### config.mk
export PLATFORM = sky130hd
export DESIGN_NAME = difference_prefix_code_encoder
export DESIGN_NICKNAME = d
export VERILOG_FILES = /design/src/rtl/core/dpc_pkg.sv /design/src/rtl/core/dpc_packer.sv /design/src/rtl/core/dpc_out_buf.sv /design/src/rtl/core/difference_prefix_code_encoder.sv
export SDC_FILE = /design/constraint.sdc
export NUM_CORES = 1
export LEC_CHECK = 0
export ABC_AREA = 0
export BUFFER_PORTS_ARGS = -buffer_cell sky130_fd_sc_hd__buf_4
export CORE_MARGIN = 2
export CORE_UTILIZATION = 46
export CTS_CLUSTER_SIZE = 24
export DETAILED_ROUTE_END_ITERATION = 7
export PLACE_DENSITY = 0.71
export SLEW_MARGIN = 20
export SYNTH_ARGS = -nofsm -noshare
export SYNTH_HDL_FRONTEND = slang
export SYNTH_SLANG_ARGS = --single-unit
### constraint.sdc
create_clock -name i_clk -period 6.7 [get_ports i_clk]
set_clock_uncertainty 0.2 [all_clocks]
set_input_delay 0.67 -clock i_clk [delete_from_list [all_inputs] [get_ports i_clk]]
set_output_delay 0.67 -clock i_clk [all_outputs]
set_load 0.02 [all_outputs]
### src/rtl/core/dpc_pkg.sv
`timescale 1ns / 1ps

package dpc_pkg;

    localparam logic [23:0] BIT_TOTAL_MAX = 24'hFF_FFFF;
    localparam int          BURST_MAX     = 3;

    // Class prefixes
    localparam logic [1:0] PFX_MID   = 2'b10;
    localparam logic [2:0] PFX_HIGH  = 3'b110;
    localparam logic [2:0] PFX_LARGE = 3'b111;

    // Class lower bounds
    localparam logic [8:0] MAG_MID   = 9'd2;
    localparam logic [8:0] MAG_HIGH  = 9'd6;
    localparam logic [8:0] MAG_LARGE = 9'd22;

    // Code lengths
    localparam logic [3:0] LEN_SMALL = 4'd3;
    localparam logic [3:0] LEN_MID   = 4'd5;
    localparam logic [3:0] LEN_HIGH  = 4'd8;
    localparam logic [3:0] LEN_LARGE = 4'd12;

    typedef struct packed {
        logic [11:0] bits;   // right aligned, earliest bit highest
        logic [3:0]  len;
    } t_code;

    // Bytes produced by one word, handed from packer to output buffer
    typedef struct packed {
        logic [BURST_MAX-1:0][7:0] bytes;   // bytes[0] goes out first
        logic [1:0]                n;
        logic                      last_flag;
        logic [23:0]               total;
    } t_burst;

    // Prefix code of one difference: class prefix, offset bits, sign
    function automatic t_code make_code(logic [8:0] diff);
        logic       neg;
        logic [8:0] mag;
        logic [8:0] off;
        t_code      c;
        neg = diff[8];
        mag = neg ? 9'(~diff + 9'd1) : diff;   // -256 gives 256
        c   = '0;
        if (mag < MAG_MID) begin
            c.bits = {9'b0, 1'b0, mag[0], neg};
            c.len  = LEN_SMALL;
        end else if (mag < MAG_HIGH) begin
            off    = mag - MAG_MID;
            c.bits = {7'b0, PFX_MID, off[1:0], neg};
            c.len  = LEN_MID;
        end else if (mag < MAG_LARGE) begin
            off    = mag - MAG_HIGH;
            c.bits = {4'b0, PFX_HIGH, off[3:0], neg};
            c.len  = LEN_HIGH;
        end else begin
            off    = mag - MAG_LARGE;
            c.bits = {PFX_LARGE, off[7:0], neg};
            c.len  = LEN_LARGE;
        end
        return c;
    endfunction

endpackage

### src/rtl/core/dpc_packer.sv
`timescale 1ns / 1ps

module dpc_packer import dpc_pkg::*; (
    input  logic         i_clk,
    input  logic         i_rst_n,
    input  logic         i_valid,
    input  logic [8:0]   i_diff,
    input  logic         i_last,
    input  logic         i_room,
    output logic         o_take,
    output t_burst       o_burst
);

    logic [6:0]  r_pbits, n_pbits;
    logic [2:0]  r_pcnt,  n_pcnt;
    logic [23:0] r_total, n_total;

    t_code       code;
    logic [18:0] acc;
    logic [4:0]  cnt;
    logic [4:0]  sh;
    logic [23:0] al;
    logic [1:0]  nfull;
    logic [2:0]  rem;
    logic [6:0]  rem_mask;

    assign o_take = i_valid && i_room;

    // Code, append to held bits, left align for byte slicing
    always_comb begin
        code     = make_code(i_diff);
        acc      = 19'({12'b0, r_pbits} << code.len) | {7'b0, code.bits};
        cnt      = {2'b0, r_pcnt} + {1'b0, code.len};
        nfull    = cnt[4:3];
        rem      = cnt[2:0];
        sh       = 5'd24 - cnt;
        al       = {5'b0, acc} << sh;
        rem_mask = 7'((8'd1 << rem) - 8'd1);
    end

    // Saturating bit count
    always_comb begin
        if (r_total > BIT_TOTAL_MAX - {20'b0, code.len}) begin
            n_total = BIT_TOTAL_MAX;
        end else begin
            n_total = r_total + {20'b0, code.len};
        end
    end

    // Result burst: full bytes, plus a padded partial byte on the last word
    always_comb begin
        o_burst.bytes[0]  = al[23:16];
        o_burst.bytes[1]  = al[15:8];
        o_burst.bytes[2]  = al[7:0];
        o_burst.n         = nfull + {1'b0, (i_last && rem != 3'd0)};
        o_burst.last_flag = i_last;
        o_burst.total     = n_total;
        n_pbits           = acc[6:0] & rem_mask;
        n_pcnt            = rem;
    end

    // Held state
    always_ff @(posedge i_clk) begin
        if (!i_rst_n) begin
            r_pbits <= '0;
            r_pcnt  <= '0;
            r_total <= '0;
        end else if (o_take) begin
            if (i_last) begin
                r_pbits <= '0;
                r_pcnt  <= '0;
                r_total <= '0;
            end else begin
                r_pbits <= n_pbits;
                r_pcnt  <= n_pcnt;
                r_total <= n_total;
            end
        end
    end

    a_last_clears: assert property (@(posedge i_clk) disable iff (!i_rst_n)
        o_take && i_last |=> r_pcnt == 3'd0 && r_pbits == 7'd0 && r_total == 24'd0)
        else $error("stream state not cleared after last word");

    a_last_emits: assert property (@(posedge i_clk) disable iff (!i_rst_n)
        o_take && i_last |-> o_burst.n != 2'd0)
        else $error("last word produced no byte");

    a_total_grows: assert property (@(posedge i_clk) disable iff (!i_rst_n)
        o_take |-> o_burst.total >= r_total)
        else $error("bit total went backwards");

    a_held_clean: assert property (@(posedge i_clk) disable iff (!i_rst_n)
        ({1'b0, r_pbits} >> r_pcnt) == 8'd0)
        else $error("held bits above count not zero");

endmodule

### src/rtl/core/dpc_out_buf.sv
`timescale 1ns / 1ps

module dpc_out_buf import dpc_pkg::*; (
    input  logic         i_clk,
    input  logic         i_rst_n,
    input  logic         i_load,
    input  t_burst       i_burst,
    input  logic         i_stall,
    output logic         o_room,
    output logic         o_valid,
    output logic [7:0]   o_out_byte,
    output logic         o_final_byte,
    output logic [23:0]  o_bit_total
);

    logic [BURST_MAX-1:0][7:0] r_bytes;
    logic [1:0]                r_left;
    logic                      r_last;
    logic [23:0]               r_total;
    logic                      take;

    assign take         = o_valid && !i_stall;
    assign o_valid      = r_left != 2'd0;
    assign o_room       = (r_left == 2'd0) || (r_left == 2'd1 && take);
    assign o_out_byte   = r_bytes[0];
    assign o_final_byte = r_last && r_left == 2'd1;
    assign o_bit_total  = r_total;

    // Control: bytes remaining
    always_ff @(posedge i_clk) begin
        if (!i_rst_n) begin
            r_left <= '0;
        end else if (i_load) begin
            r_left <= i_burst.n;
        end else if (take) begin
            r_left <= r_left - 2'd1;
        end
    end

    // Payload: load a burst or shift one byte out
    always_ff @(posedge i_clk) begin
        if (i_load) begin
            r_bytes <= i_burst.bytes;
            r_last  <= i_burst.last_flag;
            r_total <= i_burst.total;
        end else if (take) begin
            r_bytes <= {8'b0, r_bytes[BURST_MAX-1:1]};
        end
    end

    a_no_overwrite: assert property (@(posedge i_clk) disable iff (!i_rst_n)
        i_load |-> r_left == 2'd0 || (r_left == 2'd1 && !i_stall))
        else $error("burst loaded over undelivered bytes");

    a_drain: assert property (@(posedge i_clk) disable iff (!i_rst_n)
        take && !i_load |=> r_left == $past(r_left) - 2'd1)
        else $error("byte count did not drop on delivery");

    a_final_once: assert property (@(posedge i_clk) disable iff (!i_rst_n)
        o_final_byte && take && !i_load |=> !o_valid)
        else $error("bytes left after final byte");

endmodule

### src/rtl/core/difference_prefix_code_encoder.sv
`timescale 1ns / 1ps

// Prefix-code encoder for signed pixel differences, packed MSB-first into bytes.
// Input channel: i_valid / o_stall with i_difference and i_last_item; a word
// is taken at a clock edge where i_valid is high and o_stall is low.
// Output channel: o_valid / i_stall with o_out_byte, o_final_byte and
// o_bit_total; a byte is delivered at an edge where o_valid is high and
// i_stall is low. Each difference makes 3 to 12 code bits, so a word yields
// zero, one or two bytes, and a word marked last_item also flushes a partial
// byte padded with zeros; o_final_byte marks the last byte of the stream.
// A word is registered in the input register at acceptance; its bytes are then loaded
// into the output buffer once it has room, and are shown from there one at a time.
// Throughput is set by that buffer: one word per cycle while words yield at most
// one byte and i_stall stays low; otherwise a word waits for the bytes before it.
// o_stall goes high while the input register holds a word whose bytes cannot
// yet enter the output buffer; a stalled output byte holds steady.
// Reset (synchronous, active low) empties both registers and clears the held
// bits and the running bit count.

module difference_prefix_code_encoder import dpc_pkg::*; (
    input  logic              i_clk,
    input  logic              i_rst_n,
    input  logic              i_valid,
    output logic              o_stall,
    input  logic signed [8:0] i_difference,
    input  logic              i_last_item,
    output logic              o_valid,
    input  logic              i_stall,
    output logic [7:0]        o_out_byte,
    output logic              o_final_byte,
    output logic [23:0]       o_bit_total
);

    logic        r_in_valid;
    logic [8:0]  r_diff;
    logic        r_last;
    logic        room;
    logic        take;
    logic        accept;
    t_burst      burst;

    assign o_stall = r_in_valid && !take;
    assign accept  = i_valid && !o_stall;

    // Input register: control
    always_ff @(posedge i_clk) begin
        if (!i_rst_n) begin
            r_in_valid <= 1'b0;
        end else if (accept) begin
            r_in_valid <= 1'b1;
        end else if (take) begin
            r_in_valid <= 1'b0;
        end
    end

    // Input register: payload
    always_ff @(posedge i_clk) begin
        if (accept) begin
            r_diff <= i_difference;
            r_last <= i_last_item;
        end
    end

    dpc_packer u_packer (
        .i_clk   (i_clk),
        .i_rst_n (i_rst_n),
        .i_valid (r_in_valid),
        .i_diff  (r_diff),
        .i_last  (r_last),
        .i_room  (room),
        .o_take  (take),
        .o_burst (burst)
    );

    dpc_out_buf u_out_buf (
        .i_clk        (i_clk),
        .i_rst_n      (i_rst_n),
        .i_load       (take),
        .i_burst      (burst),
        .i_stall      (i_stall),
        .o_room       (room),
        .o_valid      (o_valid),
        .o_out_byte   (o_out_byte),
        .o_final_byte (o_final_byte),
        .o_bit_total  (o_bit_total)
    );

endmodule
Word level (Yosys, flattened, before mapping)
Index checks and enable logic that the tools add are counted.
{"block": "op_classes", "add_sub_neg": 11, "order_cmp": 4, "eq_ne": 1, "shift": 3, "muxes": 14, "bitwise_logic": 3, "reduce_logical": 16}
{"op": "$mux 24", "n": 4}
{"op": "$mux 16", "n": 3}
{"op": "$add 24x4->24", "n": 1}
{"op": "$gt 24x24->1", "n": 1}
{"op": "$shl 19x5->24", "n": 1}
{"op": "$or 19x12->19", "n": 1}
{"op": "$shl 7x4->19", "n": 1}
{"op": "$add 9x1->9 const B", "n": 1}
{"op": "$lt 9x2->1 const B", "n": 1}
{"op": "$lt 9x3->1 const B", "n": 1}
{"op": "$lt 9x5->1 const B", "n": 1}
{"op": "$mux 9", "n": 1}
{"op": "$not 9->9", "n": 1}
{"op": "$sub 8x5->8 const B", "n": 1}
{"op": "$and 7x7->7", "n": 1}
{"op": "$logic_and 1x1->1", "n": 7}
{"op": "$mux 7", "n": 1}
{"op": "$shl 1x3->7 const A", "n": 1}
{"op": "$sub 7x1->7 const B", "n": 1}
{"op": "$reduce_bool 2->1", "n": 3}
{"op": "$sub 1x5->6 const A", "n": 1}
{"op": "$add 3x4->5", "n": 1}
{"op": "$sub 5x5->5 const A", "n": 1}
{"op": "$mux 2", "n": 2}
{"op": "other kinds (11)", "n": 14}
{"block": "word_totals", "register_bits": 96, "input_bits": 14, "output_inout_bits": 35, "elab_cells": 64}

Longest topological paths before layout
Gate-level depths: netlist of run 1.
{"block": "logic_depth", "ltp_word": 12, "ltp_mapped": 22, "mapped_depth_nobuf": 20}

Modules after synthesis
Synthesis of run 1 repeated with hierarchy kept, for this count alone.
{"block": "hier_totals", "cells_unflattened": 843, "hier_area_um2": 7468.4}
{"module": "dpc_packer", "instances": 1, "cells_each": 725, "area_each_um2": 5185.0, "seq_area_each_um2": 680.7}
{"module": "dpc_out_buf", "instances": 1, "cells_each": 104, "area_each_um2": 1935.6, "seq_area_each_um2": 1511.4}
{"module": "difference_prefix_code_encoder", "instances": 1, "cells_each": 14, "area_each_um2": 347.8, "seq_area_each_um2": 320.3}

Worst setup path before layout of run 1
No wires, ideal clock.
{"block": "synth_path", "kind": "register to register", "from": "register r_diff[0]", "to": "register u_out_buf.r_bytes, in the netlist u_out_buf.o_out_byte[2], data pin", "setup_time_ns": 0.261, "arrival_ns": 5.002, "required_time_ns": 6.239, "setup_slack_ns": 1.238, "stages_incl_launch_ff": 21, "n_path_buf": 7, "synth_period_minus_slack_ns": 5.462, "path_cell_list": "edfxtp_1 -> inv_1 -> ha_1 -> buf_2 -> nor3b_1 -> o211ai_1 -> a211o_1 -> nor3_4 -> clkbuf_1 -> ha_1 -> inv_1 -> fa_1 -> xor2_1 -> clkbuf_1 -> ha_1 -> clkbuf_1 -> clkbuf_1 -> clkbuf_1 -> clkbuf_1 -> mux2i_1 -> a21oi_1"}
{"block": "synth_between", "elab_chain_len": 11, "elab_cells_between_ends": 18, "classes_between": "add/sub: 6; order compare: 3; shift: 2; mux: 5; bitwise: 2"}
{"item": "start: declaration", "line": "difference_prefix_code_encoder.sv:35", "source": "logic [8:0] r_diff;"}
{"item": "start signal: assignment", "line": "difference_prefix_code_encoder.sv:59", "source": "r_diff <= i_difference;"}
{"item": "$not 9->9", "line": "dpc_pkg.sv:44", "source": "mag = neg ? 9'(~diff + 9'd1) : diff;"}
{"item": "$add 9x1->9", "line": "dpc_pkg.sv:44"}
{"item": "$mux 9 (*)", "line": "dpc_pkg.sv:44"}
{"item": "$lt 9x5->1", "line": "dpc_pkg.sv:53", "source": "end else if (mag < MAG_LARGE) begin"}
{"item": "$mux 16", "line": "dpc_pkg.sv:53"}
{"item": "$mux 16", "line": "dpc_pkg.sv:49", "source": "end else if (mag < MAG_HIGH) begin"}
{"item": "$mux 16 (*)", "line": "dpc_pkg.sv:46", "source": "if (mag < MAG_MID) begin"}
{"item": "$add 3x4->5 / $shl 7x4->19 (equally long branches)", "line": "dpc_packer.sv:33, dpc_packer.sv:32"}
{"item": "$sub 5x5->5 / $or 19x12->19 (equally long branches)", "line": "dpc_packer.sv:36, dpc_packer.sv:32"}
{"item": "$shl 19x5->24 (*)", "line": "dpc_packer.sv:37", "source": "al = {5'b0, acc} << sh;"}
{"item": "$mux 24 (*)", "line": "dpc_out_buf.sv:42", "source": "if (i_load) begin"}
{"item": "end signal: assignment", "line": "dpc_out_buf.sv:43", "source": "r_bytes <= i_burst.bytes;"}
{"item": "end signal: assignment", "line": "dpc_out_buf.sv:47", "source": "r_bytes <= {8'b0, r_bytes[BURST_MAX-1:1]};"}
{"item": "end: declaration", "line": "dpc_out_buf.sv:16", "source": "logic [BURST_MAX-1:0][7:0] r_bytes;"}
Mark *: on every way between the ends. The rest lies on a longest branch, timed or not.
A chain may end at the register's enable or synchronous reset.

Final worst setup path of run 1
{"block": "layout_path", "from": "register r_diff[0]", "to": "register u_out_buf.r_bytes, in the netlist u_out_buf.o_out_byte[6], data pin"}
The elaborated chain is that of the path after synthesis.

==> flow_summary.ini, run 1 <==
[clock_network]
htreeDepth = 3
cts-buffers-inserted = 9
ctsResizeCount = 0
cts-root-buf = clkbuf_16
cts_sinks = 96
clk-insertion-delay-late_ns = 0.36
post_cts_buffers = 0
clkTransAtPathRegs_ns = 0.07
holdBufCountCts = 0
clock_path_buffers = 2
cts_tree = yes

[placement]
gp_congestion = 0.971
detailed_place_hpwl_um = 13600
port_buffers = 48
dpl_cell_area_um2 = 7210

[sta]
fmax_ghz = 0.165
setup_violations = 0
fin_setup_tns_ns = 0
worst_pin_slew_ns = 1.03
fin_crit_sh_pct = 90.3
hold_ws_ns = 0.284
fin_crit_ns = 6.05
slew_viol_final = 0
slew_headroom_pct = 30.8
rsz0062_at_grt = false
hold_viol = 0

[hold_path]
whs_endpoint = r_diff[8]
min_path_type = primary input to register
hold_depth = 1
hold_start = i_difference[8]

[synthesis]
yosysUniqueCellTypes = 92
synth_fp_nets = 806
synthFlopType = edfxtp_1
seq_area_frac_synth_pct = 37.0
synth_area_per_cell_um2 = 8.82
synth_cells = 770
ys_ff_latch = 96
synth-edff-count = 59
async_flop_share_pct = 0
netlist_area_um2 = 6790
yosysWarnings = 0

[worst_setup_path]
cp.arrival_ns = 6.06
reg2reg_to = u_out_buf.o_out_byte[6]
path_depth = 18
worstReg2RegStart = r_diff[0]
worst_ep_required_time_ns = 6.70
ff2ff_path_depth = 18
cpMaxStageDelayCell = xnor2_2
cp_cell_sequence = inv_1 > ha_1 > nand2b_1 > xnor2_1 > ha_1 > inv_1 > o2111ai_1 > and2_1 > nor4_4 > inv_2 > ha_1 > a21oi_1 > xnor2_4 > xnor2_2 > nand2_1 > o21ai_1 > a32oi_1 > a31oi_1
crit_path_start_kind = register
crit_top_cell = ha_1
slowest_delay_ns = 0.84
path_class = register to register
crit_path_end_kind = register
path_delay_family = simple AND/OR/NAND/NOR gates
critPathBufInv = 3
cp_max_fo = 21
worstSetupStartpoint = r_diff[0]
r2r_slack_ns = 0.65

[floorplan]
coreArea_um2 = 14500
die_area_um2 = 15700
die_x_um = 125
die_h_um = 125
initial_core_util_pct = 46.9
rows = 44
pin_count = 49

[route]
drc = 0
post_drt_wl_per_cell_um = 19.9
wl_um = 19300
drt-vias-per-instance = 6.36
num_vias = 6173
ant_nets = 0
drt_pass1_iterations = 8
drt_iter0_markers = 559

[global_route]
track_usage_pct = 24.4
grt_first_pass_wirelength_um = 31100
grt_pass1_vias = 5767
antenna_found_initial = 0
grt_max_degree = 62
overflow = 0
grtUsageMet2_pct = 37.1
grt-busiest-layer = met2
met3_usage_pct = 4.07
grtUsageMet1_pct = 34.6

[finish]
fill_cells = 1320
drive_above_1_share_pct = 13.0
finalInstanceArea_um2 = 7500
multi_input_area_um2 = 3940
area_delta_synth_final_pct = 10.5
nets = 817
antennaDiodeCount = 0
regArea_um2 = 2510

[run_status]
status = finished clean

[flow_run]
drv_cap = 0

[power]
power_density_nw_per_um2 = 288
fin_total_pwr_mw = 2.16
ir_worst_vdd_v = 0.000143
leakage_nw = 2.75
-- through the flow --
| stage | instances | worst slack, ns | util [%] |
|---|---|---|---|
| floorplan | 770 | 1.24 | - |
| global placement | 954 | 0.752 | 49.7 |
| detailed placement | 954 | 0.719 | 49.8 |
| CTS | 970 | 0.696 | 51.8 |
| global route | 970 | 0.345 | 51.8 |
| finish | 970 | 0.649 | 51.8 |
-- area by class of cell --
| type | count | area share (%) |
|---|---|---|
| clock inverter | 7 | 0.884 |
| clock buffer | 9 | 3.00 |
| inverter | 28 | 1.40 |
| tap | 184 | 3.07 |
| multi-input combinational | 590 | 52.5 |
| timing repair buffer | 56 | 5.60 |
| sequential | 96 | 33.5 |
-- worst reg2reg max path, stage by stage (launching register included) --
cell and delay (ns):
edfxtp_1 0.50, inv_1 0.17, ha_1 0.34, nand2b_1 0.19, xnor2_1 0.16, ha_1 0.28, inv_1 0.16, o2111ai_1 0.32
and2_1 0.34, nor4_4 0.37, inv_2 0.19, ha_1 0.40, a21oi_1 0.36, xnor2_4 0.15, xnor2_2 0.84, nand2_1 0.36
o21ai_1 0.24, a32oi_1 0.13, a31oi_1 0.20
-- synthesized netlist by cell type, drive strengths merged, types with 6 or more instances --
cell	n	share of area (%)
a211oi	6	0.66
a21o	6	0.66
a21oi	35	2.6
a22oi	27	3.0
a31oi	12	1.1
a32oi	8	1.0
and2	9	0.83
and3	10	0.92
buf	21	1.9
clkbuf	35	1.9
dfxtp	37	11
edfxtp	59	26
ha	20	3.7
inv	27	1.5
nand2	80	4.5
nand2b	9	0.83
nand3	23	1.7
nand4	12	1.1
nor2	59	3.3
nor2b	44	4.1
nor3	24	2.0
o211ai	12	1.4
o21ai	32	2.4
o22ai	9	0.92
o311ai	6	0.77
o31ai	11	1.3
or3	10	0.92
xnor2	21	3.0
xor2	14	1.8
-- state kept, by name, summed over array words and instances (netlist names) --
signal                 count
r_diff                     9
r_in_valid                 1
r_last                     1
u_out_buf.o_bit_total     24
u_out_buf.o_out_byte       8
u_out_buf.r_bytes         16
u_out_buf.r_last           1
u_out_buf.r_left           2
u_packer.r_pbits           7
u_packer.r_pcnt            3
u_packer.r_total          24
-- where the power goes --
part / switching (mW) / leakage, nW / internal (mW)
combinational: 0.555 / 1.75 / 0.292
sequential: 0.0471 / 0.864 / 0.749
clock: 0.256 / 0.143 / 0.261
total: 0.858 / 2.75 / 1.30
-- how the worst max path moves through the flow --
stage | slack (ns) | end
5_1_grt | 0.34 | u_out_buf.o_out_byte[4]
3_5_place_dp | 0.72 | u_out_buf.o_out_byte[4]
6_report | 0.65 | u_out_buf.o_out_byte[6]
3_3_place_gp | 0.75 | u_out_buf.o_out_byte[6]
4_1_cts | 0.70 | u_out_buf.o_out_byte[4]
2_1_floorplan | 1.24 | u_out_buf.o_out_byte[2]
-- routing by layer --
| metal | part of all wire [%] | routed length (um) | vias up |
|---|---|---|---|
| met1 | 46 | 8780 | 2947 |
| met4 | 2.9 | 550 | 0 |
| li1 | - | - | 2903 |
| met3 | 6.9 | 1340 | 40 |
| met5 | 0 | 0 | - |
| met2 | 45 | 8620 | 283 |
-- placed cells by master (no fill, tap or decap), drive strengths merged, types with 6 or more instances in the layout --
cell type,count
nand3,23
o311ai,6
a31oi,12
a21oi,35
ha,20
o21ai,32
a211oi,6
clkbuf,9
nor2,59
nor3,24
or3,10
a21o,6
xnor2,21
o211ai,12
o31ai,11
a22oi,27
a32oi,8
buf,56
nand2,80
nand2b,9
and2,9
and3,10
o22ai,9
nor2b,44
dfxtp,37
inv,30
edfxtp,59
nand4,12
xor2,14
-- logic make-up (layout without fill, tap and decap cells) --
group / after synthesis / in the layout / share of synthesized area [%]
AOI/OAI and AO/OA: 221 / 221 / 23.8
xor gates and xnor gates: 35 / 35 / 4.79
adders and majority gates: 23 / 23 / 4.42
buffers and inverters: 84 / 100 / 5.38
DFF: 96 / 96 / 37.0
muxes: 8 / 8 / 1.57
and+or+nand+nor: 303 / 303 / 23.0
(Power assumes the default switching activity.)
==> run 2: changes to the inputs <==
--- a/config.mk
+++ b/config.mk
@@ -12,6 +12,7 @@
 export CTS_CLUSTER_SIZE = 24
 export DETAILED_ROUTE_END_ITERATION = 7
 export PLACE_DENSITY = 0.71
+export REMOVE_ABC_BUFFERS = 1
 export SLEW_MARGIN = 20
 export SYNTH_ARGS = -nofsm -noshare
 export SYNTH_HDL_FRONTEND = slang
==> constraint.sdc (replaced) <==
create_clock -name i_clk -period 6.7 [get_ports i_clk]
set_clock_uncertainty 0.2 [all_clocks]
set_input_delay 0.67 -clock i_clk [delete_from_list [all_inputs] [get_ports i_clk]]
set_output_delay 0.67 -clock i_clk [all_outputs]
set_load 0.05 [all_outputs]
==> run 2 against run 1 <==
Effect of this change:
- first-iteration DRC count rose by 34%
- critical path depth decreased by 1
- worst hold slack got worse by 0.014 ns
- critical endpoint is now u_out_buf.o_out_byte[5]
- sequential share of layout area decreased by 0.17 points
- register-to-register slack got worse by 0.21 ns
- wire length shrank 0.20%
- sequential power about the same
- cell count up 0.31%
- non-clock buffer count rose by 3
- cell area up 0.50%
- die area is the same
==> flow_summary.ini, run 2 (synthesis results as in run 1) <==
[run_status]
status = finished clean

[power]
power_density_nw_per_um2 = 306
swShare_pct = 41.7
leakage_nw = 2.78
clockPowerShare_pct = 24.2
pwr-share-comb_pct = 41.4
switching_power_uw = 961
p_int_mw = 1.35
p_seq_share_pct = 34.4
ir_worst_vdd_v = 0.000205

[finish]
mostFrequentLayoutCells = nand2_1, buf_4, edfxtp_1
antennaDiodeCount = 0
final_common_cell = nand2_1
area_delta_synth_final_pct = 11.0
drive_above_1_share_pct = 13.4
nets = 820
multi_input_area_um2 = 3930
finalInstanceArea_um2 = 7540
fill_cells = 1343
regArea_um2 = 2510

[global_route]
grt_first_pass_wirelength_um = 31100
grt_pass1_vias = 5879
overflow = 0
antenna_found_initial = 0
grt_max_degree = 61
track_usage_pct = 24.3

[clock_network]
clock_path_buffers = 2
cts-root-buf = clkbuf_16
cts-buffers-inserted = 9
post_cts_buffers = 0
clk-insertion-delay-late_ns = 0.37
clkTransAtPathRegs_ns = 0.09
cts_sinks = 96
holdBufCountCts = 0
htreeDepth = 3
cts_tree = yes

[worst_setup_path]
crit_top_cell = ha_1
critPathBufInv = 2
cp.arrival_ns = 6.29
cp_max_fo = 14
cp_cell_sequence = inv_1 > ha_1 > nor3b_1 > o211ai_1 > a211o_1 > nor3_4 > ha_1 > inv_1 > fa_1 > ha_1 > and2_1 > maj3_1 > o22a_1 > nor2_1 > nand2_1 > a311o_1 > nand4_1
crit_path_start_kind = register
slowest_delay_ns = 0.53
path_class = register to register
worst_ep_required_time_ns = 6.72
path_delay_family = adder cells
cpMaxStageDelayCell = fa_1
crit_path_end_kind = register

[route]
wl_um = 19300
ant_nets = 0
drt_pass1_iterations = 5
drt-vias-per-instance = 6.39
num_vias = 6213
drt_iter0_markers = 750
drc = 0
post_drt_wl_per_cell_um = 19.8

[floorplan]
rows = 44
coreArea_um2 = 14500
die_area_um2 = 15700
die_h_um = 125
pin_count = 49
initial_core_util_pct = 46.9
die_x_um = 125

[placement]
port_buffers = 48
dpl_cell_area_um2 = 7220
gp_congestion = 1.02
detailed_place_hpwl_um = 13600

[sta]
rsz0062_at_grt = false
slew_viol_final = 0
fin_crit_ns = 6.27
slew_headroom_pct = 36.3
hold_viol = 0
fmax_ghz = 0.160
hold_ws_ns = 0.270
setup_violations = 0
worst_pin_slew_ns = 0.954
fin_crit_sh_pct = 93.5
fin_setup_tns_ns = 0

[flow_run]
drv_cap = 0

[hold_path]
min_path_type = primary input to register
run 2: cell count changes in the layout (fill, tap and decap cells not counted), sizes merged:
cell	previous run	this run
clkinv	5	4
buf	56	59
bufinv	0	1
run 2: area by class of cell:
type / instances / area share, %
timing repair buffer: 59 / 5.88
multi-input combinational: 590 / 52.2
tap: 184 / 3.05
clock inverter: 7 / 1.18
clock buffer: 9 / 2.99
inverter: 28 / 1.39
sequential: 96 / 33.3
run 2: timing repair:
item,in CTS,in global routing
endpoints found under the hold margin,0,0
endpoints found under the setup margin,0,4
gates resized for setup,0,0
run 2: power groups by stage:
| stage | sequential, mW | combinational (mW) | clock [mW] |
|---|---|---|---|
| final | 0.794 | 0.955 | 0.558 |
| after global routing | 0.805 | 1.03 | 0.587 |
| after CTS | 0.793 | 0.943 | 0.566 |
| after detailed placement | 0.806 | 0.940 | 0 |
| after global placement | 0.803 | 0.931 | 0 |
| after floorplan | 0.931 | 0.525 | 0 |
run 2: layer usage:
metal	track usage [%]	wire, um
met1	33.7	8430
met2	37.6	8710
met3	3.47	1360
met4	11.3	746
met5	0	0
run 2: path summary, 6_finish.rpt:
kind,end,cells after the start,slack [ns],from
max,u_out_buf.o_out_byte[5],17,0.43,r_diff[0]
min,r_diff[4],1,0.27,i_difference[4]
max reg2reg,u_out_buf.o_out_byte[5],17,0.43,r_diff[0]
min reg2reg,u_out_buf.r_bytes[13],2,0.33,u_out_buf.r_bytes[21]
run 2: through the flow:
| step | instances | power (mW) | setup slack (ns) | util, % |
|---|---|---|---|---|
| 2_1_floorplan | 714 | 1.46 | 0.641 | - |
| 3_3_place_gp | 957 | 1.73 | 0.796 | 49.9 |
| 3_5_place_dp | 957 | 1.75 | 0.461 | 49.9 |
| 4_1_cts | 973 | 2.30 | 0.442 | 52.0 |
| 5_1_grt | 973 | 2.42 | 0.00287 | 52.1 |
| 6_report | 973 | 2.31 | 0.435 | 52.1 |
run 2: worst register-to-register path, stage by stage (launching register included):
cell      delay [ns]
edfxtp_1        0.51
inv_1           0.20
ha_1            0.36
nor3b_1         0.34
o211ai_1        0.35
a211o_1         0.46
nor3_4          0.50
ha_1            0.29
inv_1           0.06
fa_1            0.53
ha_1            0.31
and2_1          0.19
maj3_1          0.38
o22a_1          0.35
nor2_1          0.30
nand2_1         0.30
a311o_1         0.41
nand4_1         0.09
==> run 3: changes to the inputs <==
--- a/config.mk
+++ b/config.mk
@@ -11,8 +11,9 @@
 export CORE_UTILIZATION = 46
 export CTS_CLUSTER_SIZE = 24
 export DETAILED_ROUTE_END_ITERATION = 7
-export PLACE_DENSITY = 0.71
+export PLACE_DENSITY = 0.73
 export REMOVE_ABC_BUFFERS = 1
+export SKIP_LAST_GASP = 1
 export SLEW_MARGIN = 20
 export SYNTH_ARGS = -nofsm -noshare
 export SYNTH_HDL_FRONTEND = slang
==> constraint.sdc (replaced) <==
create_clock -name i_clk -period 5.1 [get_ports i_clk]
set_clock_uncertainty 0.2 [all_clocks]
set_input_delay 0.51 -clock i_clk [delete_from_list [all_inputs] [get_ports i_clk]]
set_output_delay 0.51 -clock i_clk [all_outputs]
set_load 0.05 [all_outputs]
==> run 3 against run 2 <==
Effect of this change:
- worst setup slack lost 0.21 ns
- combinational power grew 37%
- global-route usage shrank 1.5 points
- maximum frequency grew 28%
- wire length shrank 7.3%
==> flow_summary.ini, run 3 (synthesis results as in run 1) <==
[run_status]
status = finished clean

[power]
ir_worst_vdd_v = 0.000367
p_seq_share_pct = 34.1
fin_total_pwr_mw = 3.02
switching_power_mw = 1.23
clockPowerShare_pct = 22.6
power_density_nw_per_um2 = 388
swShare_pct = 40.7
pwr-share-comb_pct = 43.3
leakage_nw = 2.91
p_int_mw = 1.79

[floorplan]
die_area_um2 = 15700
die_x_um = 125
coreArea_um2 = 14500
die_h_um = 125
initial_core_util_pct = 46.9
rows = 44
pin_count = 49

[global_route]
antenna_found_initial = 0
track_usage_pct = 22.8
grt_max_degree = 62
overflow = 0
grt_pass1_vias = 5652
grt_first_pass_wirelength_um = 29100

[clock_network]
holdBufCountCts = 0
cts-buffers-inserted = 9
cts_tree = yes
cts_sinks = 96
cts-root-buf = clkbuf_16
clk-insertion-delay-late_ns = 0.36
htreeDepth = 3
clkTransAtPathRegs_ns = 0.07
clock_path_buffers = 2

[sta]
fin_crit_ns = 4.88
hold_viol = 0
hold_ws_ns = 0.123
layout_setup_ws_ns = 0.221
slew_headroom_pct = 28.4
fmax_ghz = 0.205
setup_violations = 0
fin_crit_sh_pct = 95.7
slew_viol_final = 0
worst_pin_slew_ns = 1.05

[worst_setup_path]
r2r_slack_ns = 0.22
cp_cell_sequence = inv_1 > ha_2 > xor2_1 > a21oi_1 > a211o_1 > nor3_4 > ha_1 > inv_1 > fa_1 > ha_2 > and2_1 > maj3_1 > o22a_2 > nor2_1 > nand2_1 > a211oi_2 > a211oi_1
cpMaxStageDelayCell = fa_1
cp_max_fo = 8
path_depth = 17
crit_path_start_kind = register
path_delay_family = adder cells
worstReg2RegStart = r_diff[0]
reg2reg_to = u_out_buf.o_out_byte[4]
worst_ep_required_time_ns = 5.01
path_class = register to register
cp.arrival_ns = 4.79
slowest_delay_ns = 0.53
ff2ff_path_depth = 17
critPathBufInv = 2
crit_path_end_kind = register

[hold_path]
min_path_type = primary input to register
hold_start = i_difference[7]
whs_endpoint = r_diff[7]
hold_depth = 1

[route]
num_vias = 6228
drt_pass1_iterations = 6
post_drt_wl_per_cell_um = 17.8
drt_iter0_markers = 580
ant_nets = 0
wl_um = 17800
drt-vias-per-instance = 6.21
drc = 0

[finish]
drive_above_1_share_pct = 18.1
nets = 850
antennaDiodeCount = 0
final_cells = 1003
final_common_cell = buf_4
area_delta_synth_final_pct = 14.8
mostFrequentLayoutCells = buf_4, nand2_1, edfxtp_1

[placement]
detailed_place_hpwl_um = 12600
port_buffers = 48
gp_congestion = 0.987
dp.cells = 985
pre_cts_slack_ns = -0.0642

[flow_run]
drv_cap = 0
[run 3: worst reg2reg max path, cell delays in order, from the launching register on]
cell and delay, ns:
edfxtp_1 0.38, inv_1 0.10, ha_2 0.26, xor2_1 0.30, a21oi_1 0.15, a211o_1 0.36
nor3_4 0.21, ha_1 0.18, inv_1 0.05, fa_1 0.53, ha_2 0.26, and2_1 0.17
maj3_1 0.38, o22a_2 0.32, nor2_1 0.17, nand2_1 0.17, a211oi_2 0.36, a211oi_1 0.08
[run 3: area by class of cell]
type,count,area (um^2)
sequential,96,2510
clock inverter,5,45.0
clock buffer,11,254
tap,184,230
fill,1323,6690
multi-input combinational,590,3970
inverter,28,108
timing repair buffer,89,672
[run 3: worst max-delay path by stage]
stage / end / startpoint
3_5_place_dp: u_out_buf.o_out_byte[4] / r_diff[0]
6_report: u_out_buf.o_out_byte[4] / r_diff[0]
3_3_place_gp: u_out_buf.o_out_byte[4] / r_diff[0]
5_1_grt: u_out_buf.r_bytes[12] / r_diff[0]
4_1_cts: u_out_buf.o_out_byte[4] / r_diff[0]
2_1_floorplan: u_out_buf.r_bytes[15] / r_diff[0]
[run 3: metrics by stage]
| step | util (%) | cell area, um^2 | TNS, ns |
|---|---|---|---|
| final | 53.8 | 7790 | 0 |
| after global routing | 53.8 | 7790 | -0.0108 |
| after CTS | 53.3 | 7720 | 0 |
| after detailed placement | 51.3 | 7420 | -0.0826 |
| after global placement | 51.3 | 7420 | 0 |
| after floorplan | - | 6530 | -11.17 |
[run 3: power by group through the flow]
stage                     Combinational (mW)  Sequential [mW]  Clock [mW]
after global routing                    1.41             1.04       0.724
after floorplan                        0.690             1.22           0
after global placement                  1.26             1.05           0
after detailed placement                1.26             1.05           0
after CTS                               1.27             1.03       0.692
final                                   1.31             1.03       0.683
[run 3: timing repair]
action | CTS | global route
buffers inserted | 0 | 2
pin swaps | 0 | 1
endpoints found under the hold margin | 0 | 0
resized for setup | 1 | 15
setup endpoints to repair | 3 | 30
[run 3: per-layer routing]
metal  global-route usage [%]  wire length, um  up-vias
met4                     9.48              520        0
met1                     32.3             7990     2930
met5                        0                0        -
met2                     34.4             7980      288
met3                     4.11             1360       43
li1                         -                -     2967
